$ cat src/rtl/core/ffpa_pkg.sv
// ----------------------------------------------------------------------------
// ffpa_pkg
// Shared constants, codes and state type of the first-fit partition allocator.
// ----------------------------------------------------------------------------
package ffpa_pkg;

   localparam int TABLE_ENTRIES_DEF  = 16;
   localparam int MEM_UNITS_DEF      = 1024;
   localparam int RESERVED_UNITS_DEF = 100;

   localparam logic CMD_ALLOC   = 1'b0;
   localparam logic CMD_RELEASE = 1'b1;

   localparam logic [1:0] STAT_OK    = 2'd0;
   localparam logic [1:0] STAT_NOFIT = 2'd1;
   localparam logic [1:0] STAT_FULL  = 2'd2;

   typedef enum logic [11:0] {
      S_INIT  = 12'b0000_0000_0001,
      S_IDLE  = 12'b0000_0000_0010,
      S_A_RD  = 12'b0000_0000_0100,
      S_A_CHK = 12'b0000_0000_1000,
      S_R_RD  = 12'b0000_0001_0000,
      S_R_CHK = 12'b0000_0010_0000,
      S_R_DEC = 12'b0000_0100_0000,
      S_D_RD  = 12'b0000_1000_0000,
      S_D_WR  = 12'b0001_0000_0000,
      S_I_RD  = 12'b0010_0000_0000,
      S_I_WR  = 12'b0100_0000_0000,
      S_DONE  = 12'b1000_0000_0000
   } state_type;

endpackage

$ cat src/rtl/core/first_fit_partition_allocator.sv
// Flow, from accepting a word to rsp_valid: the scan reads the table entries in turn;
//   a release adds a decision step, and a further read step when its scan runs past the
//   last entry; removing or inserting an entry moves each entry behind it one place,
//   with a read and a write per entry moved and a final read step.
// Throughput: one word at a time; req_stall stays high until its response is loaded.
// Reset: synchronous; S_INIT, the state after reset, writes the initial free entry when RESERVED_UNITS < MEM_UNITS.
// ----------------------------------------------------------------------------
// first_fit_partition_allocator
// Free-partition table in memory with first-fit allocate and coalescing release.
// ----------------------------------------------------------------------------
module first_fit_partition_allocator
   import ffpa_pkg::*;
#(
   parameter int TABLE_ENTRIES  = TABLE_ENTRIES_DEF,
   parameter int MEM_UNITS      = MEM_UNITS_DEF,
   parameter int RESERVED_UNITS = RESERVED_UNITS_DEF,
   localparam int START_W = $clog2(MEM_UNITS),
   localparam int SIZE_W  = $clog2(MEM_UNITS + 1)
) (
   input  logic               clock,
   input  logic               reset,
   input  logic               req_valid,
   output logic               req_stall,
   input  logic               req_command,
   input  logic [SIZE_W-1:0]  req_request_size,
   input  logic [START_W-1:0] req_block_start,
   output logic               rsp_valid,
   input  logic               rsp_stall,
   output logic [1:0]         rsp_status,
   output logic [START_W-1:0] rsp_granted_start
);

   localparam int IDX_W = $clog2(TABLE_ENTRIES);
   localparam int CNT_W = $clog2(TABLE_ENTRIES + 1);
   localparam int SUM_W = SIZE_W + 1;

   logic [START_W-1:0] mem_start [TABLE_ENTRIES];
   logic [SIZE_W-1:0]  mem_size  [TABLE_ENTRIES];
   logic [START_W-1:0] rd_start_ff;
   logic [SIZE_W-1:0]  rd_size_ff;
   logic [IDX_W-1:0]   rd_addr;
   logic               wr_en;
   logic [IDX_W-1:0]   wr_addr;
   logic [START_W-1:0] wr_start;
   logic [SIZE_W-1:0]  wr_size;

   state_type          state_ff, state_in;
   logic [CNT_W-1:0]   count_ff, count_in;
   logic [CNT_W-1:0]   idx_ff, idx_in;
   logic [CNT_W-1:0]   pos_ff, pos_in;
   logic [SIZE_W-1:0]  len_ff, len_in;
   logic [START_W-1:0] s_ff, s_in;
   logic [START_W-1:0] prev_start_ff, prev_start_in;
   logic [SIZE_W-1:0]  prev_size_ff, prev_size_in;
   logic [START_W-1:0] next_start_ff, next_start_in;
   logic [SIZE_W-1:0]  next_size_ff, next_size_in;
   logic [1:0]         stat_ff, stat_in;
   logic [START_W-1:0] gnt_ff, gnt_in;
   logic               rsp_valid_ff, rsp_valid_in;
   logic [1:0]         rsp_status_ff, rsp_status_in;
   logic [START_W-1:0] rsp_start_ff, rsp_start_in;

   logic [SUM_W-1:0]   req_end;
   logic [SUM_W-1:0]   rel_end;
   logic               join_prev, join_next;

   always_ff @(posedge clock) begin
      if (wr_en) begin
         mem_start[wr_addr] <= wr_start;
         mem_size[wr_addr]  <= wr_size;
      end
      rd_start_ff <= mem_start[rd_addr];
      rd_size_ff  <= mem_size[rd_addr];
   end

   assign req_end   = SUM_W'(req_block_start) + SUM_W'(req_request_size);
   assign rel_end   = SUM_W'(s_ff) + SUM_W'(len_ff);
   assign join_prev = (pos_ff != '0) &&
                      (SUM_W'(prev_start_ff) + SUM_W'(prev_size_ff) == SUM_W'(s_ff));
   assign join_next = (pos_ff < count_ff) && (rel_end == SUM_W'(next_start_ff));

   assign rd_addr = (state_ff == S_I_RD) ? IDX_W'(idx_ff - 1'b1) : idx_ff[IDX_W-1:0];

   always_comb begin
      state_in      = state_ff;
      count_in      = count_ff;
      idx_in        = idx_ff;
      pos_in        = pos_ff;
      len_in        = len_ff;
      s_in          = s_ff;
      prev_start_in = prev_start_ff;
      prev_size_in  = prev_size_ff;
      next_start_in = next_start_ff;
      next_size_in  = next_size_ff;
      stat_in       = stat_ff;
      gnt_in        = gnt_ff;
      rsp_valid_in  = rsp_valid_ff && rsp_stall;
      rsp_status_in = rsp_status_ff;
      rsp_start_in  = rsp_start_ff;
      wr_en         = 1'b0;
      wr_addr       = idx_ff[IDX_W-1:0];
      wr_start      = rd_start_ff;
      wr_size       = rd_size_ff;

      unique case (state_ff)
         S_INIT: begin
            if (RESERVED_UNITS < MEM_UNITS) begin
               wr_en    = 1'b1;
               wr_addr  = '0;
               wr_start = START_W'(RESERVED_UNITS);
               wr_size  = SIZE_W'(MEM_UNITS - RESERVED_UNITS);
               count_in = CNT_W'(1);
            end else begin
               count_in = '0;
            end
            state_in = S_IDLE;
         end
         S_IDLE: begin
            if (req_valid) begin
               len_in  = req_request_size;
               s_in    = req_block_start;
               idx_in  = '0;
               stat_in = STAT_OK;
               gnt_in  = '0;
               if (req_command == CMD_ALLOC) begin
                  if (req_request_size == '0 || count_ff == '0) begin
                     stat_in  = STAT_NOFIT;
                     state_in = S_DONE;
                  end else begin
                     state_in = S_A_RD;
                  end
               end else if (req_request_size == '0 || req_end > SUM_W'(MEM_UNITS)) begin
                  state_in = S_DONE;
               end else begin
                  state_in = S_R_RD;
               end
            end
         end
         S_A_RD: state_in = S_A_CHK;
         S_A_CHK: begin
            if (rd_size_ff >= len_ff) begin
               gnt_in = rd_start_ff;
               if (rd_size_ff == len_ff) begin
                  // entry used up: close the gap behind it
                  idx_in   = idx_ff + 1'b1;
                  state_in = S_D_RD;
               end else begin
                  wr_en    = 1'b1;
                  wr_start = START_W'(SUM_W'(rd_start_ff) + SUM_W'(len_ff));
                  wr_size  = rd_size_ff - len_ff;
                  state_in = S_DONE;
               end
            end else if (idx_ff + 1'b1 >= count_ff) begin
               stat_in  = STAT_NOFIT;
               state_in = S_DONE;
            end else begin
               idx_in   = idx_ff + 1'b1;
               state_in = S_A_RD;
            end
         end
         S_R_RD: begin
            if (idx_ff >= count_ff) begin
               pos_in   = idx_ff;
               state_in = S_R_DEC;
            end else begin
               state_in = S_R_CHK;
            end
         end
         S_R_CHK: begin
            if (rd_start_ff <= s_ff) begin
               prev_start_in = rd_start_ff;
               prev_size_in  = rd_size_ff;
               idx_in        = idx_ff + 1'b1;
               state_in      = S_R_RD;
            end else begin
               pos_in        = idx_ff;
               next_start_in = rd_start_ff;
               next_size_in  = rd_size_ff;
               state_in      = S_R_DEC;
            end
         end
         S_R_DEC: begin
            priority if (join_prev && join_next) begin
               wr_en    = 1'b1;
               wr_addr  = IDX_W'(pos_ff - 1'b1);
               wr_start = prev_start_ff;
               wr_size  = SIZE_W'(SUM_W'(prev_size_ff) + SUM_W'(len_ff)
                                  + SUM_W'(next_size_ff));
               idx_in   = pos_ff + 1'b1;
               state_in = S_D_RD;
            end else if (join_prev) begin
               wr_en    = 1'b1;
               wr_addr  = IDX_W'(pos_ff - 1'b1);
               wr_start = prev_start_ff;
               wr_size  = SIZE_W'(SUM_W'(prev_size_ff) + SUM_W'(len_ff));
               state_in = S_DONE;
            end else if (join_next) begin
               wr_en    = 1'b1;
               wr_addr  = pos_ff[IDX_W-1:0];
               wr_start = s_ff;
               wr_size  = SIZE_W'(SUM_W'(next_size_ff) + SUM_W'(len_ff));
               state_in = S_DONE;
            end else if (count_ff >= CNT_W'(TABLE_ENTRIES)) begin
               stat_in  = STAT_FULL;
               state_in = S_DONE;
            end else begin
               idx_in   = count_ff;
               state_in = S_I_RD;
            end
         end
         S_D_RD: begin
            if (idx_ff >= count_ff) begin
               count_in = count_ff - 1'b1;
               state_in = S_DONE;
            end else begin
               state_in = S_D_WR;
            end
         end
         S_D_WR: begin
            // move the entry one place down
            wr_en    = 1'b1;
            wr_addr  = IDX_W'(idx_ff - 1'b1);
            idx_in   = idx_ff + 1'b1;
            state_in = S_D_RD;
         end
         S_I_RD: begin
            if (idx_ff == pos_ff) begin
               wr_en    = 1'b1;
               wr_addr  = pos_ff[IDX_W-1:0];
               wr_start = s_ff;
               wr_size  = len_ff;
               count_in = count_ff + 1'b1;
               state_in = S_DONE;
            end else begin
               state_in = S_I_WR;
            end
         end
         S_I_WR: begin
            wr_en    = 1'b1;
            wr_addr  = idx_ff[IDX_W-1:0];
            idx_in   = idx_ff - 1'b1;
            state_in = S_I_RD;
         end
         S_DONE: begin
            // hold until the output register is free
            if (!rsp_valid_ff || !rsp_stall) begin
               rsp_valid_in  = 1'b1;
               rsp_status_in = stat_ff;
               rsp_start_in  = gnt_ff;
               state_in      = S_IDLE;
            end
         end
         default: state_in = S_INIT;
      endcase
   end

   always_ff @(posedge clock) begin
      if (reset) begin
         state_ff     <= S_INIT;
         count_ff     <= '0;
         rsp_valid_ff <= 1'b0;
      end else begin
         state_ff     <= state_in;
         count_ff     <= count_in;
         rsp_valid_ff <= rsp_valid_in;
      end
      idx_ff        <= idx_in;
      pos_ff        <= pos_in;
      len_ff        <= len_in;
      s_ff          <= s_in;
      prev_start_ff <= prev_start_in;
      prev_size_ff  <= prev_size_in;
      next_start_ff <= next_start_in;
      next_size_ff  <= next_size_in;
      stat_ff       <= stat_in;
      gnt_ff        <= gnt_in;
      rsp_status_ff <= rsp_status_in;
      rsp_start_ff  <= rsp_start_in;
   end

   assign req_stall         = (state_ff != S_IDLE);
   assign rsp_valid         = rsp_valid_ff;
   assign rsp_status        = rsp_status_ff;
   assign rsp_granted_start = rsp_start_ff;

endmodule
$ cat config.mk
export PLATFORM = sky130hd
export DESIGN_NAME = first_fit_partition_allocator
export DESIGN_NICKNAME = d
export VERILOG_FILES = /design/src/rtl/core/ffpa_pkg.sv /design/src/rtl/core/first_fit_partition_allocator.sv
export SDC_FILE = /design/constraint.sdc
export NUM_CORES = 1
export LEC_CHECK = 0
export BUFFER_PORTS_ARGS = -buffer_cell sky130_fd_sc_hd__buf_2
export CAP_MARGIN = 0
export CORE_MARGIN = 4
export CORE_UTILIZATION = 54
export DETAILED_ROUTE_END_ITERATION = 8
export GPL_TIMING_DRIVEN = 0
export PLACE_DENSITY = 0.71
export SLEW_MARGIN = 10
export SYNTH_ARGS = -nofsm -noshare
export SYNTH_HDL_FRONTEND = slang
export SYNTH_SLANG_ARGS = --single-unit
$ cat constraint.sdc
create_clock -name clock -period 11 [get_ports clock]
set_clock_uncertainty 0.15 [all_clocks]
set_input_delay 0.55 -clock clock [delete_from_list [all_inputs] [get_ports clock]]
set_output_delay 0.55 -clock clock [all_outputs]
set_load 0.1 [all_outputs]
==> run summary <==
post-DP HPWL = 52000 um
number of synthesized flops with an enable pin = 433
element type at the critical path end = register
post-layout instance count excluding filler cells = 2906
Area contributors post-synth = edfxtp_1 53%, ha_1 5.7%, nand2_1 3.9%
synthesized area = 24500 um^2
Max clock buf depth = 3
leading cell types in the layout, fill and taps excluded = 433 x edfxtp_1, 252 x nand2_1, 123 x a21oi_1, 117 x a211oi_1, 112 x ha_1
unrepaired setup endpoints after global routing = false
# nets final = 2424
DRC = 0
Hold/Removal Path Class = input port to register
Routability Congestion = 1.01
critical path arrival = 6110 ps
routed vias = 18800
# diodes = 0
CTS tree = yes
chip width = 221 um
post-route setup TNS = 0 ps
Async S/R FF share, synth = 0%
min setup slack post-route = 5070 ps
CP Data Required Time = 11180 ps
H-tree Lvls = 2
grt total ovfl = 0
First-pass DRT Iterations = 7
outcome = completed
clock latency on the worst-skew pair = 620 ps
Die Y = 221 um
max-cap violations = 0
CTS buffer count = 50
Synthesis Warnings = 0
initial antenna violation count = 0
fmax = 169 MHz
P&R area growth vs syn = 13.0%
Std-Cell Rows = 77
Wirelength per Cell = 24.8 um
Slew Viols, Final = 0
Clk Tree Root Cell = clkbuf_16
largest net degree at the start of global routing = 25
static leakage = 9.63 nW
top cell type by total area after synthesis = edfxtp_1
Yosys top cell area share = 53.1%
sequential share of the synthesized area = 56.3%
commonest non-fill, non-tap cell in the layout = edfxtp_1
Initial Util = 55.0%
crit path time final = 5930 ps
CP Class = register to register
pre-CTS WS = 5170 ps
Hold Vio Cnt, Final = 0
via/cell ratio = 6.48
first-pass GRT wire length = 109000 um
total wire length = 72200 um
Worst VDD drop = 0.141 mV
Worst Setup Start Kind = register
Finish-stage setup viols = 0
Worst-path clk slew = 60 ps
final core utilization = 62.2%
die area = 48800 um^2
crit-path max FO = 10
IO Pins = 40
Tot GR Track Use = 28.6%
port buffer count = 39
share of cells above drive strength 1 = 9.12%
dpl cells = 2802
Hold Slack = 22.5 ps
Detail Route Antenna Nets = 0
max_slew headroom = 15.3%
syn_nets = 2284
Cells after Synth = 2137
register bit total from synthesis = 472
Worst-Margin Slew = 1270 ps
CORE AREA = 44500 um^2
Fillers = 3492
Post-Syn Area per Cell = 11.5 um^2
ys flop type = edfxtp_1
vias in the first global route = 18200
Initial DRC Count = 2566
# clock sinks = 472
Period Utilization, post-route = 53.9%
Distinct cells, synth = 87
P per Cell Area = 158 nW/um^2
[final timing paths]
check,from,depth (start not counted),endpoint,slack (ps)
min reg2reg,stat_ff[0],0,rsp_status[0],270
max,len_ff[0],15,mem_start[6][6],5070
min,req_request_size[1],1,len_ff[1],20
max reg2reg,len_ff[0],15,mem_start[6][6],5070
[kinds of logic (layout without fill, tap and decap cells)]
logic type | Yosys count | in the layout | synth area share, %
buffers and inverters | 169 | 346 | 2.68
AOI/OAI and AO/OA | 566 | 566 | 16.3
xor gates and xnor gates | 87 | 87 | 3.11
and+or+nand+nor | 704 | 704 | 14.4
adders and majority gates | 121 | 121 | 6.46
DFF | 472 | 472 | 56.3
muxes | 18 | 18 | 0.766
[registers in the layout (all words and copies together), names as in the netlist, 10 cells and up]
register / cells
s_ff: 10
mem_start: 160
len_ff: 11
prev_start_ff: 10
prev_size_ff: 11
next_start_ff: 10
rd_start_ff: 10
rd_size_ff: 11
gnt_ff: 10
state_ff: 12
mem_size: 176
rsp_granted_start: 10
next_size_ff: 11
[critical path: stages (launching register included)]
cell       delay, ps
edfxtp_1         540
ha_1             300
fa_1             450
xor2_1           160
or4_1            440
a2111oi_0        400
nand4_1          230
nor3_4           520
buf_2            360
nand2_1           90
o2111ai_1        110
and2_0           440
nor4b_2          750
buf_4            310
buf_4            190
buf_4            190
[layer usage]
layer,up-vias,global-route usage [%],part of all wire [%]
met3,210,5.00,8.9
li1,8477,-,-
met1,9160,38.1,40
met4,0,12.9,4.9
met2,980,46.1,46
met5,-,0,0
[synth_stat cells, types with 17 or more instances]
master and number:
edfxtp_1 433, nand2_1 252, a21oi_1 124, a211oi_1 118, ha_1 112, nor2_1 108
clkbuf_1 85, and2_1 78, inv_1 62, o21ai_0 59, xnor2_1 54, a31oi_1 49
nor3_1 49, a311oi_1 46, nand3_1 41, dfxtp_1 39, xor2_1 33, nor2b_1 25
and2_0 22, a21o_1 19, nand4_1 17
[timing repair]
item                                    in CTS  in global routing
hold buffers                                14                  0
gates resized for setup                      0                  0
setup buffers                                0                  0
endpoints found under the setup margin       0                  0
endpoints found under the hold margin       14                  0
[stage by stage]
step / instance area (um^2) / power, mW
finish: 27700 / 4.37
global route: 27700 / 4.51
CTS: 27700 / 4.37
detailed placement: 25900 / 2.67
global placement: 25400 / 2.63
floorplan: 24500 / 2.47
[report_power, final]
group	total, mW	internal (mW)	switching (mW)
Sequential	2.13	2.09	0.0378
Combinational	0.525	0.162	0.363
Clock	1.71	0.988	0.727
[final cells by class]
| class | count | area, um^2 | area share [%] |
|---|---|---|---|
| plain buffers | 107 | 424 | 1.53 |
| clock inverters | 20 | 211 | 0.764 |
| repair buffers | 88 | 649 | 2.35 |
| well taps | 592 | 741 | 2.68 |
| flip-flops and latches | 472 | 13800 | 49.8 |
| clock buffers | 69 | 1470 | 5.31 |
| multi-input cells | 1496 | 10200 | 36.7 |
| inverters | 62 | 233 | 0.841 |
(Power assumes the default switching activity.)
